--- config.mk ---
export PLATFORM = sky130hd
export DESIGN_NAME = urta_controller
export DESIGN_NICKNAME = d
export VERILOG_FILES = /design/src/hw/rtl/urta_pkg.sv /design/src/hw/rtl/urta_controller.sv
export SDC_FILE = /design/constraint.sdc
export NUM_CORES = 1
export LEC_CHECK = 0
export BUFFER_PORTS_ARGS = -buffer_cell sky130_fd_sc_hd__buf_2
export CORE_AREA = 8 8 45 47
export DETAILED_ROUTE_END_ITERATION = 6
export DIE_AREA = 0 0 53 55
export GPL_ROUTABILITY_DRIVEN = 0
export GPL_TIMING_DRIVEN = 0
export PLACE_DENSITY_LB_ADDON = 0.15
export SLEW_MARGIN = 40
export SYNTH_ARGS = -nofsm -noshare
export SYNTH_HDL_FRONTEND = slang
export SYNTH_SLANG_ARGS = --single-unit
export TNS_END_PERCENT = 50
--- constraint.sdc ---
create_clock -name i_clk -period 0.85 [get_ports i_clk]
set_input_delay 0.0425 -clock i_clk [delete_from_list [all_inputs] [get_ports i_clk]]
set_output_delay 0.0425 -clock i_clk [all_outputs]
set_load 0.05 [all_outputs]
--- src/hw/rtl/urta_pkg.sv ---
// Shared types, codes and character helpers for the radix-to-ASCII converter.
package urta_pkg;

    // Width of the value port.
    localparam int VALUE_W = 32;

    // Conversion commands.
    localparam logic [1:0] CMD_OCT       = 2'd0;
    localparam logic [1:0] CMD_DEC       = 2'd1;
    localparam logic [1:0] CMD_HEX_LOWER = 2'd2;
    localparam logic [1:0] CMD_HEX_UPPER = 2'd3;

    // ASCII codes used for prefixes and digits.
    localparam logic [7:0] CHAR_ZERO    = 8'h30;
    localparam logic [7:0] CHAR_X_LOWER = 8'h78;
    localparam logic [7:0] CHAR_X_UPPER = 8'h58;
    localparam logic [7:0] CHAR_A_LOWER = 8'h61;
    localparam logic [7:0] CHAR_A_UPPER = 8'h41;

    // Reciprocal of ten scaled by 2^35; exact quotient for any 32-bit value.
    localparam logic [31:0] RECIP_TEN = 32'hCCCC_CCCD;
    localparam int          RECIP_SHIFT = 35;

    // Commands from the controller to the datapath.
    typedef struct packed {
        logic load;
        logic extract;
        logic emit;
    } t_ctl_cmd;

    // Status from the datapath to the controller.
    typedef struct packed {
        logic quot_zero;
        logic out_free;
        logic emit_last;
    } t_dp_status;

    // Maps one digit to its ASCII code.
    function automatic logic [7:0] digit_char(input logic [3:0] digit, input logic upper);
        logic [7:0] base;
        begin
            if (digit < 4'd10) begin
                digit_char = CHAR_ZERO + {4'd0, digit};
            end else begin
                base = upper ? CHAR_A_UPPER : CHAR_A_LOWER;
                digit_char = base + {4'd0, digit} - 8'd10;
            end
        end
    endfunction

endpackage

--- src/hw/rtl/urta_controller.sv ---
// Sequencing state machine of the radix-to-ASCII converter.
module urta_controller (
    input  logic                  i_clk,
    input  logic                  i_rst_n,
    input  logic                  i_valid,
    output logic                  o_ready,
    input  urta_pkg::t_dp_status  i_status,
    output urta_pkg::t_ctl_cmd    o_cmd
);
    import urta_pkg::*;

    localparam logic [1:0] ST_IDLE    = 2'd0;
    localparam logic [1:0] ST_EXTRACT = 2'd1;
    localparam logic [1:0] ST_EMIT    = 2'd2;

    logic [1:0] r_state;
    logic [1:0] n_state;

    assign o_ready = (r_state == ST_IDLE);

    // Commands and next state.
    always_comb begin
        n_state       = r_state;
        o_cmd.load    = 1'b0;
        o_cmd.extract = 1'b0;
        o_cmd.emit    = 1'b0;
        unique case (r_state)
            ST_IDLE: begin
                if (i_valid) begin
                    o_cmd.load = 1'b1;
                    n_state    = ST_EXTRACT;
                end
            end
            ST_EXTRACT: begin
                o_cmd.extract = 1'b1;
                if (i_status.quot_zero) begin
                    n_state = ST_EMIT;
                end
            end
            ST_EMIT: begin
                if (i_status.out_free) begin
                    o_cmd.emit = 1'b1;
                    if (i_status.emit_last) begin
                        n_state = ST_IDLE;
                    end
                end
            end
            default: begin
                n_state = ST_IDLE;
            end
        endcase
    end

    // State register.
    always_ff @(posedge i_clk) begin
        if (!i_rst_n) begin
            r_state <= ST_IDLE;
        end else begin
            r_state <= n_state;
        end
    end

endmodule

Word-level counts from Yosys, hierarchy flattened
Cells that the tools add are included.
W data, S select, Z words.
{ "word_totals": {"reg_bits": 2, "word_cells": 19} }
{ "op_classes": {"eq_ne": 6, "muxes": 10, "reduce_logical": 2} }
{ "op_table": {"columns": ["cell", "count"], "rows": [
  ["$mux W2", 4],
  ["$ne A2 B2 Y1 const B", 4],
  ["$pmux W2 S3", 1],
  ["$mux W1", 5],
  ["$reduce_and A4 Y1", 1],
  ["$eq A2 B1 Y1 const B", 1],
  ["$eq A2 B2 Y1 const B", 1],
  ["$logic_not A2 Y1", 1]
]} }

Longest topological paths before layout
Gate-level depths: netlist of run 1.
{ "logic_depth": {"ltp_word": 3, "depth_mapped": 3} }

Worst setup path before layout of run 1
OpenSTA, ideal clock, no wires.
{ "synth_timing": {"kind": "register -> output", "start": "reg r_state[1]", "end": "out o_cmd[2] (netlist name)", "arrival_ns": 1.550, "setup_slack_ns": -0.743, "stages_incl_launch_ff": 3, "path_buffers": 0, "cell_sequence": "dfxtp_1 nor2_1 and2_1"} }
{ "synth_lines": {"columns": ["element", "line", "rtl"], "rows": [
  ["start: declaration", "urta_controller.sv:16", "logic [1:0] r_state;"],
  ["start signal: assignment", "urta_controller.sv:59", "r_state <= n_state;"],
  ["end: declaration", "urta_controller.sv:8", "output urta_pkg::t_ctl_cmd o_cmd"]
]} }

==> results of run 1 <==
## per-layer routing
layer | routed length [microns] | vias up | track usage, %
li1 | - | 72 | -
met1 | 158 | 56 | 2.72
met2 | 160 | 10 | 4.30
met3 | 77 | 2 | 2.14
met4 | 17 | 0 | 6.47
met5 | 0 | - | 0
## what timing repair did
action                     in CTS  in global routing
setup endpoints to repair       5                  5
gates resized for setup        13                  0
setup buffers                   1                  0
## power groups by stage
stage | clock network [uW] | registers (uW) | logic, uW
2_1_floorplan | 0 | 116 | 93.3
3_3_place_gp | 0 | 119 | 124
3_5_place_dp | 0 | 119 | 124
4_1_cts | 226 | 116 | 169
5_1_grt | 236 | 117 | 178
6_report | 207 | 116 | 168
## cell type report
type	count	area [sq um]
clock buffers	3	22.5
fillers	158	1120
repair buffers	10	81.3
well taps	16	20.0
flip-flops and latches	2	47.5
multi-input cells	10	91.3
inverters	1	3.75
## cell usage in the layout (no fill, tap or decap), drive strengths merged
master   netlist  layout
inv            1       1
clkbuf         0       3
nand2          1       1
buf            0      10
and3b          1       1
nand3b         1       1
and2           1       1
a21oi          2       2
dfxtp          2       2
a2111oi        1       1
nor2           2       2
nor2b          1       1
## cell usage after synthesis
| cell type | number |
|---|---|
| sky130_fd_sc_hd__inv_1 | 1 |
| sky130_fd_sc_hd__and3b_2 | 1 |
| sky130_fd_sc_hd__a2111oi_1 | 1 |
| sky130_fd_sc_hd__nor2_1 | 2 |
| sky130_fd_sc_hd__and2_1 | 1 |
| sky130_fd_sc_hd__nand3b_1 | 1 |
| sky130_fd_sc_hd__dfxtp_1 | 2 |
| sky130_fd_sc_hd__nand2_1 | 1 |
| sky130_fd_sc_hd__nor2b_1 | 1 |
| sky130_fd_sc_hd__a21oi_1 | 2 |
## worst max path at each step
stage	to	slack [ns]	startpoint
after floorplan	o_cmd[2]	-0.13	r_state[0]
after global placement	r_state[0]	-0.06	r_state[0]
after detailed placement	r_state[0]	-0.05	r_state[0]
after CTS	o_cmd[0]	-0.17	r_state[0]
after global routing	o_cmd[2]	-0.20	r_state[0]
final	o_cmd[0]	-0.16	r_state[0]
## stage by stage
| step | area [sq um] | instances | utilization [%] | power, uW | TNS, ns |
|---|---|---|---|---|---|
| CTS | 267 | 42 | 19.3 | 510 | -0.567 |
| finish | 267 | 42 | 19.3 | 492 | -0.505 |
| detailed placement | 185 | 38 | 13.4 | 243 | -0.0795 |
| floorplan | 120 | 13 | - | 210 | -0.180 |
| global route | 267 | 42 | 19.3 | 530 | -0.699 |
| global placement | 185 | 38 | 13.4 | 243 | -0.0860 |
## logic make-up (layout without fill, tap and decap cells)
kind of cell,count (synthesis),count (layout),synth area share (%)
AND/OR/NAND/NOR,7,7,39.3
AO/OA/AOI/OAI,3,3,19.0
flip-flops,2,2,38.1
buffers and inverters,1,14,3.57
==> qor.log, run 1 <==
INFO  worst_setup_path worstPathMaxFanout=6
INFO  synth          yosysTopAreaCell=sky130_fd_sc_hd__dfxtp_1
INFO  flow_run       timing.max_cap.violations=0
INFO  pwr            vdd_ir_drop_max=0.367mV
INFO  worst_setup_path critPathRequiredTime=0.81ns
INFO  worst_setup_path critical_path.max_stage_delay=0.35ns
INFO  worst_setup_path worstSetupPathType=flop to primary output
INFO  worst_setup_path arrival=0.97ns
INFO  sta            min_period=1.01ns
INFO  sta            whs=0.0470ns
INFO  worst_setup_path rr_startpoint=r_state[0]
INFO  route          routed_wire_length_per_instance=9.81microns
INFO  pwr            power_frac_seq=23.6%
INFO  clocking       cts.clk_slew.worst_paths=0.03ns
INFO  synth          synth.avg_cell_area=8.08squm
INFO  finish         largest_register=r_state
INFO  die            num_io_pins=10
INFO  die            die-area=2920squm
INFO  worst_hold_path min-delay-start=i_status[2]
INFO  pwr            share_clk_of_total_power=42.1%
INFO  synth          synth-seq-cells=2
INFO  worst_setup_path cp.depth=2
INFO  die            die_height=55microns
INFO  worst_setup_path critPathBufInv=1
INFO  die            core_region_area=1380squm
INFO  worst_setup_path critical_path.endpoint_type=primary output
INFO  route          number_of_vias_after_detailed_routing=140
INFO  pwr            power_dens_cells=1850nW/um^2
INFO  synth          synth.net_count=19
INFO  worst_setup_path timing.critical_path.from_type=flop
INFO  synth          synth_top_area_share=38.1%
INFO  worst_setup_path timing.critical_path.max_delay_family=flip-flops
INFO  clocking       clock-sinks=2
INFO  sta            rsz_0062_raised_after_global_routing=yes
INFO  worst_setup_path worst_r2r_endpoint=r_state[0]
INFO  grt            pin_count_of_the_biggest_net_entering_global_routing=7
INFO  grt            grt_pass1_wl=641microns
INFO  worst_setup_path worst_r2r_path_depth=2
INFO  clocking       num_cts_buffers=3
INFO  synth          count_of_different_cell_masters_after_synthesis=10
INFO  synth          ys_top_cells_by_area=sky130_fd_sc_hd__dfxtp_1 38%, sky130_fd_sc_hd__a2111oi_1 9.5%, sky130_fd_sc_hd__a21oi_1 9.5%
INFO  sta            worst_clock_skew=0.00120ns
INFO  sta            worstMarginPinSlew=0.225ns
INFO  route          route.final.wire_length=412microns
INFO  route          ant_nets=0
INFO  sta            timing_max_transition_violations_final=0
INFO  sta            worst_slack=-0.160ns
INFO  route          first_iter_violations=1
INFO  pwr            combPwrFrac=34.2%
INFO  sta            final_worst_path_period_share=119%
INFO  worst_hold_path timing.hold.worst_endpoint=r_state[0]
INFO  synth          sequential_area_share_after_synthesis=38.1%
INFO  route          via_per_inst=3.33
INFO  status         run_status=complete, but fails checks
INFO  finish         post_route_cells_drive_above_1_share=76.9%
INFO  sta            clock.fmax=0.990GHz
INFO  worst_setup_path critical_path.cell_chain=and3b_2 > buf_8
INFO  worst_setup_path cp_slowest_cell=sky130_fd_sc_hd__dfxtp_4
INFO  worst_hold_path worstHoldPathCells=2
INFO  die            placement_rows=14
INFO  worst_hold_path min_delay_worst_type=primary input to flop
INFO  route          drc_errors=0
INFO  die            fp.dieW=53microns
INFO  pwr            sw_frac_of_total=32.8%
INFO  sta            timing.final.setup_violations=5
INFO  clocking       cts_root_buf=sky130_fd_sc_hd__clkbuf_4
INFO  sta            hold_violations=0
INFO  grt            gr-usage-all-layers=3.44%
INFO  pwr            p_leak=0.000115uW
INFO  finish         area_growth_syn_to_layout=154%
INFO  finish         final_net_count=34
INFO  finish         largest_registers=r_state x2
INFO  clocking       clock_tree.htree_level_count=1
INFO  place          io_buffers=9
INFO  synth          syn_inst=13
INFO  route          drt_pass1_iterations=3
INFO  clocking       clock_path_buffers=2
INFO  sta            max-slew-margin-rel=85.0%
INFO  grt            grt_pass1_vias=154
INFO  synth          ys_warn_count=0
INFO  synth          synth_area=105squm
INFO  grt            overflow=0
INFO  clocking       clk_latency=0.22ns
INFO  status         failed_checks=setup timing
INFO  finish         largest_register_ffs=2
INFO  clocking       clock_tree_from_tritoncts=done
INFO  pwr            p_int=331uW
INFO  worst_setup_path reg2reg_slack=-0.02ns
INFO  clocking       hold_buffers=0
INFO  place          post-place-ws=-0.0547ns
INFO  pwr            power.switching=161uW
INFO  die            initial_standard_cell_utilization_of_the_core=7.59%
INFO  grt            antenna_found_initial=0
INFO  finish         diodes=0
Note: power is estimated with default switching activity, not from simulation.
==> run 2: changes to the inputs <==
- ABC_AREA: default -> 1
==> run 2 against run 1 <==
The flow still finishes with violations (setup timing). First-iteration DRC count rose to 6.0 times the previous value. Clock power increased by 2%. Routed wire length rose by 6.6%. Utilization fell by 0.090 points. Fmax fell by 0.32%. Worst hold slack improved by 0.0050 ns. Cell area fell by 0.47%. Register-to-register slack better by 0.02 ns. Synthesized area rose by 8.3%. Largest cell class is now non-clock buffers.
==> qor.log, run 2 <==
INFO  pwr            post-layout-total-power=477uW [was 492 uW]
INFO  route          drt_pass1_iterations=2 [was 3]
INFO  clocking       num_cts_buffers=3 [unchanged]
INFO  finish         largest_register=r_state [unchanged]
INFO  synth          ys_async_sr_fraction=0% [unchanged]
INFO  finish         area_growth_syn_to_layout=133% [was 154%]
INFO  finish         diodes=0 [unchanged]
INFO  die            fp.dieW=53microns [unchanged]
INFO  sta            hold_violations=0 [unchanged]
INFO  finish         final_cell_mix=6 x sky130_fd_sc_hd__buf_2, 3 x sky130_fd_sc_hd__clkbuf_4 [was 5 x sky130_fd_sc_hd__buf_2, 3 x sky130_fd_sc_hd__clkbuf_4]
INFO  die            placement_rows=14 [unchanged]
INFO  worst_setup_path timing.critical_path.from_type=flop [unchanged]
INFO  route          number_of_vias_after_detailed_routing=147 [was 140]
INFO  worst_setup_path critical_path.cell_chain=nor2_4 > nand2_2 > clkinvlp_4 > buf_8 [was and3b_2 > buf_8]
INFO  grt            gr-usage-all-layers=3.93% [was 3.44%]
INFO  grt            antenna_found_initial=0 [unchanged]
INFO  sta            max-slew-margin-rel=83.5% [was 85.0%]
INFO  sta            worst_slack=-0.163ns [was -0.160 ns]
INFO  worst_setup_path cp_slowest_cell=sky130_fd_sc_hd__dfxtp_4 [unchanged]
INFO  clocking       cts.clk_slew.worst_paths=0.03ns [about the same]
INFO  sta            worstMarginPinSlew=0.250ns [was 0.225 ns]
INFO  synth          synth-seq-cells=2 [unchanged]
INFO  synth          synth.avg_cell_area=7.12squm [was 8.08 sq um]
INFO  sta            timing_max_transition_violations_final=0 [unchanged]
INFO  status         run_status=complete, but fails checks [unchanged]
INFO  sta            final_worst_path_period_share=119% [about the same]
INFO  synth          syn_inst=16 [was 13]
INFO  flow_run       timing.max_cap.violations=0 [unchanged]
INFO  clocking       clock_tree_from_tritoncts=done [unchanged]
INFO  finish         final_net_count=38 [was 34]
INFO  clocking       clock-sinks=2 [unchanged]
INFO  synth          ys_top_cells_by_area=sky130_fd_sc_hd__dfxtp_1 35%, sky130_fd_sc_hd__inv_1 13%, sky130_fd_sc_hd__nand3_1 8.8% [was sky130_fd_sc_hd__dfxtp_1 38%, sky130_fd_sc_hd__a2111oi_1 9.5%, sky130_fd_sc_hd__a21oi_1 9.5%]
INFO  finish         fillerInstances=161 [was 158]
INFO  route          ant_nets=0 [unchanged]
INFO  die            die-area=2920squm [unchanged]
INFO  sta            worst_clock_skew=0.00459ns [was 0.00120 ns]
INFO  route          via_per_inst=3.20 [was 3.33]
INFO  finish         largest_register_ffs=2 [unchanged]
INFO  sta            min_period=1.01ns [about the same]
INFO  place          place.detailed.hpwl=302microns
INFO  worst_setup_path critPathBufInv=2 [was 1]
INFO  finish         most_frequent_standard_cell_in_the_layout_excluding_fill_and_tap_cells=sky130_fd_sc_hd__buf_2 [unchanged]
INFO  worst_setup_path critPathRequiredTime=0.81ns [about the same]
INFO  synth          synth.top_cells.by_count=4 x sky130_fd_sc_hd__inv_1, 2 x sky130_fd_sc_hd__dfxtp_1, 2 x sky130_fd_sc_hd__nand3_1 [was 2 x sky130_fd_sc_hd__a21oi_1, 2 x sky130_fd_sc_hd__dfxtp_1, 2 x sky130_fd_sc_hd__nor2_1]
INFO  route          route.final.wire_length=439microns [was 412 microns]
INFO  finish         post_route_cells_drive_above_1_share=76.7% [was 76.9%]
INFO  clocking       clock_tree.htree_level_count=1 [unchanged]
INFO  synth          edff_count_synth=0 [unchanged]
INFO  synth          yosysTopAreaCell=sky130_fd_sc_hd__dfxtp_1 [unchanged]
INFO  pwr            vdd_ir_drop_max=0.436mV [was 0.367 mV]
INFO  synth          synth_area=114squm [was 105 sq um]
INFO  worst_setup_path critical_path.max_stage_delay=0.35ns [about the same]
INFO  sta            clock.fmax=0.987GHz [was 0.990 GHz]
INFO  clocking       clock_path_buffers=2 [unchanged]
INFO  place          io_buffers=9 [unchanged]
INFO  synth          ys_warn_count=0 [unchanged]
INFO  worst_setup_path critical_path.endpoint_type=primary output [unchanged]
INFO  synth          sequential_area_share_after_synthesis=35.2% [was 38.1%]
INFO  synth          synthFlopType=sky130_fd_sc_hd__dfxtp_1 [unchanged]
INFO  synth          synth.net_count=22 [was 19]
INFO  synth          count_of_different_cell_masters_after_synthesis=11 [was 10]
INFO  die            num_io_pins=10 [unchanged]
INFO  sta            timing.final.setup_violations=4 [was 5]
INFO  route          drc_errors=0 [unchanged]
INFO  route          routed_wire_length_per_instance=9.54microns [was 9.81 microns]
INFO  finish         largest_registers=r_state x2 [unchanged]
INFO  grt            grt_pass1_vias=193 [was 154]
INFO  synth          dominant_cell_by_count_in_the_synthesized_netlist=sky130_fd_sc_hd__inv_1
INFO  clocking       cts_root_buf=sky130_fd_sc_hd__clkbuf_4 [unchanged]
INFO  pwr            power_dens_cells=1800nW/um^2 [was 1850 nW/um^2]
INFO  worst_setup_path worstPathMaxFanout=3 [was 6]
INFO  grt            grt_pass1_wl=759microns [was 641 microns]
INFO  worst_setup_path timing.critical_path.max_delay_family=flip-flops [unchanged]
INFO  pwr            p_leak=0.000115uW [about the same]
INFO  clocking       hold_buffers=0 [unchanged]
INFO  grt            overflow=0 [unchanged]
INFO  synth          synth_top_area_share=35.2% [was 38.1%]
INFO  clocking       clk_latency=0.23ns [was 0.22 ns]
INFO  die            initial_standard_cell_utilization_of_the_core=8.23% [was 7.59%]
INFO  sta            rsz_0062_raised_after_global_routing=yes [unchanged]
INFO  die            core_region_area=1380squm [unchanged]
INFO  worst_setup_path worstSetupPathType=flop to primary output [unchanged]
INFO  finish         postLayoutCoreUtil=19.2% [was 19.3%]
INFO  grt            pin_count_of_the_biggest_net_entering_global_routing=6 [was 7]
INFO  route          first_iter_violations=6 [was 1]
INFO  status         failed_checks=setup timing [unchanged]
INFO  worst_hold_path min_delay_worst_type=primary input to flop [unchanged]
INFO  die            die_height=55microns [unchanged]
INFO  worst_setup_path arrival=0.97ns [about the same]
run 2: cells by family (layout without fill, tap and decap cells):
family	Yosys count	after routing	synth area share, %
flops	2	2	35.2
buf+inv	4	18	13.2
compound gates	2	2	12.1
simple gates	8	8	39.6
run 2: what timing repair did:
| action | in CTS | in global routing |
|---|---|---|
| cloned | 0 | 0 |
| setup buffers | 2 | 0 |
| pin swaps | 1 | 0 |
| hold endpoints to repair | 0 | 0 |
| setup endpoints to repair | 4 | 5 |
| resized for setup | 10 | 2 |
run 2: metrics by stage:
step                cell area [sq um]  worst slack [ns]  setup TNS [ns]  cells  hold WS, ns
CTS                               259            -0.178          -0.606     46       0.0395
floorplan                         128            -0.165          -0.303     16        0.175
finish                            265            -0.163          -0.544     46       0.0519
global placement                  193           -0.0310         -0.0591     41        0.293
global route                      265            -0.224          -0.790     46       0.0455
detailed placement                193           -0.0377         -0.0657     41        0.286
run 2: cell type report:
class / count / area [sq um] / share of cell area [%]
Clock buffer: 3 / 22.5 / 8.49
Multi-Input combinational cell: 10 / 70.1 / 26.4
Inverter: 4 / 18.8 / 7.08
Timing Repair Buffer: 11 / 86.3 / 32.5
Tap cell: 16 / 20.0 / 7.55
Sequential cell: 2 / 47.5 / 17.9
run 2: worst paths after layout:
check	start	to	slack, ns	cells after the start
worst max-delay path	r_state[0]	o_cmd[2]	-0.16	4
worst min-delay path	i_rst_n	r_state[0]	0.05	3
worst max register to register	r_state[0]	r_state[0]	0	4
worst min register to register	r_state[1]	r_state[1]	0.55	2
run 2: metal layers:
layer	share of wire (%)	global-route usage [%]	routed length [microns]
met5	0	0	0
met4	0	5.17	0
met3	17	3.21	75
met2	41	4.49	181
met1	42	3.78	183
run 2: tightest hold or removal path, cell delays in order:
cell and delay [ns]:
sky130_fd_sc_hd__buf_2 0.09, sky130_fd_sc_hd__inv_1 0.07, sky130_fd_sc_hd__a21oi_2 0.03
run 2: power breakdown:
| part | switching (uW) | internal (uW) | total [uW] |
|---|---|---|---|
| registers | 10.8 | 99.6 | 110 |
| logic | 92.9 | 62.7 | 156 |
| clock network | 54.8 | 156 | 211 |
==> run 3: changes to the inputs <==
- ABC_AREA: 1 -> default
- CORE_AREA: 8 8 45 47 -> 2 2 39 41
- DIE_AREA: 0 0 53 55 -> 0 0 41 43
==> run 3 against run 2 <==
The run still ends with setup timing left. Sequential power is 6% higher. Utilization down 2.2 points. Fmax rose by 0.50%. Worst hold slack lost 0.032 ns. Clock power shrank 2%. Die area decreased by 40%. Cell area decreased by 11%. Via count decreased by 9.5%. Worst setup slack improved by 0.0051 ns. Total power shrank 2.1%. Non-clock buffer count decreased by 2.
==> qor.log, run 3 (synthesis gave the netlist of run 1 again) <==
INFO  status         run_status=complete, but fails checks [unchanged]
INFO  status         failed_checks=setup timing [unchanged]
INFO  pwr            share_clk_of_total_power=44.0% [was 44.2%]
INFO  finish         largest_registers=r_state x2 [unchanged]
INFO  pwr            power_frac_seq=25.0% [was 23.2%]
INFO  clocking       cts_root_buf=sky130_fd_sc_hd__clkbuf_4 [unchanged]
INFO  route          drt_pass1_iterations=1 [was 2]
INFO  worst_setup_path rr_startpoint=r_state[0] [unchanged]
INFO  grt            grt_pass1_vias=140 [was 193]
INFO  sta            worst_clock_skew=0.000212ns [was 0.00459 ns]
INFO  worst_hold_path min-delay-start=i_status[2] [was i_rst_n]
INFO  die            num_io_pins=10 [unchanged]
INFO  route          routed_wire_length_per_instance=7.41microns [was 9.54 microns]
INFO  sta            worst_slack=-0.158ns [was -0.163 ns]
INFO  place          io_buffers=9 [unchanged]
INFO  worst_hold_path timing.hold.worst_endpoint=r_state[0] [unchanged]
INFO  worst_setup_path critical_path.endpoint_type=primary output [unchanged]
INFO  sta            timing.final.setup_violations=4 [unchanged]
INFO  die            fp.dieW=41microns [was 53 microns]
INFO  worst_hold_path worstHoldPathCells=2 [was 3]
INFO  route          drc_errors=0 [unchanged]
INFO  sta            hold_violations=0 [unchanged]
INFO  finish         postLayoutCoreUtil=17.0% [was 19.2%]
INFO  grt            gr-usage-all-layers=4.50% [was 3.93%]
INFO  sta            final_worst_path_period_share=119% [about the same]
INFO  finish         fillerInstances=159 [was 161]
INFO  route          ant_nets=0 [unchanged]
INFO  pwr            p_leak=0.000106uW [was 0.000115 uW]
INFO  pwr            power_dens_cells=1980nW/um^2 [was 1800 nW/um^2]
INFO  worst_hold_path min_delay_worst_type=primary input to flop [unchanged]
INFO  worst_setup_path critPathRequiredTime=0.81ns [about the same]
INFO  finish         most_frequent_standard_cell_in_the_layout_excluding_fill_and_tap_cells=sky130_fd_sc_hd__buf_2 [unchanged]
INFO  clocking       clock-sinks=2 [unchanged]
INFO  worst_setup_path worst_r2r_path_depth=2 [was 4]
INFO  route          route.final.wire_length=304microns [was 439 microns]
INFO  grt            pin_count_of_the_biggest_net_entering_global_routing=8 [was 6]
INFO  sta            clock.fmax=0.992GHz [was 0.987 GHz]
INFO  sta            rsz_0062_raised_after_global_routing=yes [unchanged]
INFO  pwr            vdd_ir_drop_max=0.518mV [was 0.436 mV]
INFO  die            placement_rows=14 [unchanged]
INFO  clocking       clk_latency=0.22ns [was 0.23 ns]
INFO  clocking       clock_tree.htree_level_count=1 [unchanged]
INFO  finish         area_growth_syn_to_layout=124% [was 133%]
INFO  pwr            power.switching=147uW [was 159 uW]
INFO  clocking       clock_path_buffers=2 [unchanged]
INFO  place          cell_count_after_placement=38 [was 41]
INFO  die            initial_standard_cell_utilization_of_the_core=7.59% [was 8.23%]
INFO  grt            overflow=0 [unchanged]
INFO  finish         largest_register=r_state [unchanged]
INFO  finish         final_net_count=33 [was 38]
INFO  worst_setup_path reg2reg_slack=0.01ns [was 0 ns]
INFO  clocking       cts.repair_timing.setup_buffer_count=0 [was 2]
INFO  worst_setup_path worstPathMaxFanout=7 [was 3]
INFO  grt            antenna_found_initial=0 [unchanged]
INFO  route          first_iter_violations=0 [was 6]
INFO  sta            worstMarginPinSlew=0.293ns [was 0.250 ns]
INFO  clocking       cts.clk_slew.worst_paths=0.03ns [about the same]
INFO  sta            max-slew-margin-rel=80.4% [was 83.5%]
INFO  pwr            combPwrFrac=31.0% [was 32.6%]
INFO  worst_setup_path worst_r2r_endpoint=r_state[0] [unchanged]
INFO  clocking       hold_buffers=0 [unchanged]
INFO  pwr            p_int=319uW [was 318 uW]
INFO  finish         diodes=0 [unchanged]
INFO  clocking       num_cts_buffers=3 [unchanged]
INFO  route          number_of_vias_after_detailed_routing=133 [was 147]
INFO  die            die-area=1760squm [was 2920 sq um]
INFO  worst_setup_path timing.critical_path.from_type=flop [unchanged]
INFO  finish         final_cell_mix=5 x sky130_fd_sc_hd__buf_2, 3 x sky130_fd_sc_hd__clkbuf_4, 2 x sky130_fd_sc_hd__a21oi_1, 2 x sky130_fd_sc_hd__buf_6 [was 6 x sky130_fd_sc_hd__buf_2, 3 x sky130_fd_sc_hd__clkbuf_4]
INFO  pwr            sw_frac_of_total=31.6% [was 33.3%]
INFO  finish         post_route_cells_drive_above_1_share=72.0% [was 76.7%]
INFO  grt            grt_pass1_wl=469microns [was 759 microns]
INFO  worst_setup_path worstSetupPathType=flop to primary output [unchanged]
INFO  clocking       clock_tree_from_tritoncts=done [unchanged]
INFO  die            core_region_area=1380squm [unchanged]
INFO  finish         largest_register_ffs=2 [unchanged]
INFO  sta            timing_max_transition_violations_final=0 [unchanged]
INFO  die            die_height=43microns [was 55 microns]
INFO  route          via_per_inst=3.24 [was 3.20]
INFO  sta            min_period=1.01ns [about the same]
INFO  flow_run       timing.max_cap.violations=0 [unchanged]
INFO  worst_setup_path arrival=0.97ns [about the same]
INFO  finish         instances_no_fill=41 [was 46]
-- run 3: cell type report --
type / instances / area, sq um / area share [%]
Sequential cell: 2 / 45.0 / 19.1
Multi-Input combinational cell: 10 / 73.8 / 31.4
Clock buffer: 3 / 22.5 / 9.57
Inverter: 1 / 3.75 / 1.60
Timing Repair Buffer: 9 / 70.1 / 29.8
Tap cell: 16 / 20.0 / 8.51
-- run 3: layer usage --
| layer | routed length [microns] | vias up | global-route usage [%] |
|---|---|---|---|
| met5 | 0 | - | 0 |
| met4 | 0 | 0 | 8.00 |
| met3 | 38 | 0 | 1.57 |
| met2 | 145 | 8 | 5.31 |
| met1 | 120 | 56 | 4.14 |
| li1 | - | 69 | - |
-- run 3: power groups by stage --
stage	Combinational [uW]	Clock, uW	Sequential, uW
4_1_cts	147	224	117
3_5_place_dp	123	0	119
5_1_grt	155	228	119
2_1_floorplan	93.3	0	116
3_3_place_gp	123	0	119
6_report	145	206	117
-- run 3: how the worst max path moves through the flow --
stage | from | end | slack, ns
2_1_floorplan | r_state[0] | o_cmd[2] | -0.13
3_3_place_gp | r_state[0] | r_state[0] | -0.07
5_1_grt | r_state[1] | o_cmd[2] | -0.20
4_1_cts | r_state[0] | o_cmd[0] | -0.17
6_report | r_state[0] | o_cmd[0] | -0.16
3_5_place_dp | r_state[0] | r_state[0] | -0.05
-- run 3: metrics by stage --
stage | instance area [sq um] | setup TNS [ns] | hold WS [ns] | power (uW) | worst slack, ns
finish | 235 | -0.467 | 0.0202 | 467 | -0.158
global route | 235 | -0.724 | 0.0313 | 503 | -0.196
CTS | 235 | -0.584 | 0.0150 | 488 | -0.172
detailed placement | 185 | -0.0683 | 0.257 | 241 | -0.0484
global placement | 185 | -0.0868 | 0.256 | 242 | -0.0652
floorplan | 120 | -0.180 | 0.140 | 210 | -0.131
-- run 3: what timing repair did --
| item | CTS | global route |
|---|---|---|
| setup endpoints to repair | 5 | 5 |
| pin swaps | 0 | 1 |
| resized for setup | 9 | 0 |
-- run 3: worst max-delay path, stage by stage (launching register included) --
cell	delay, ns
sky130_fd_sc_hd__dfxtp_4	0.35
sky130_fd_sc_hd__and3b_2	0.24
sky130_fd_sc_hd__buf_6	0.15
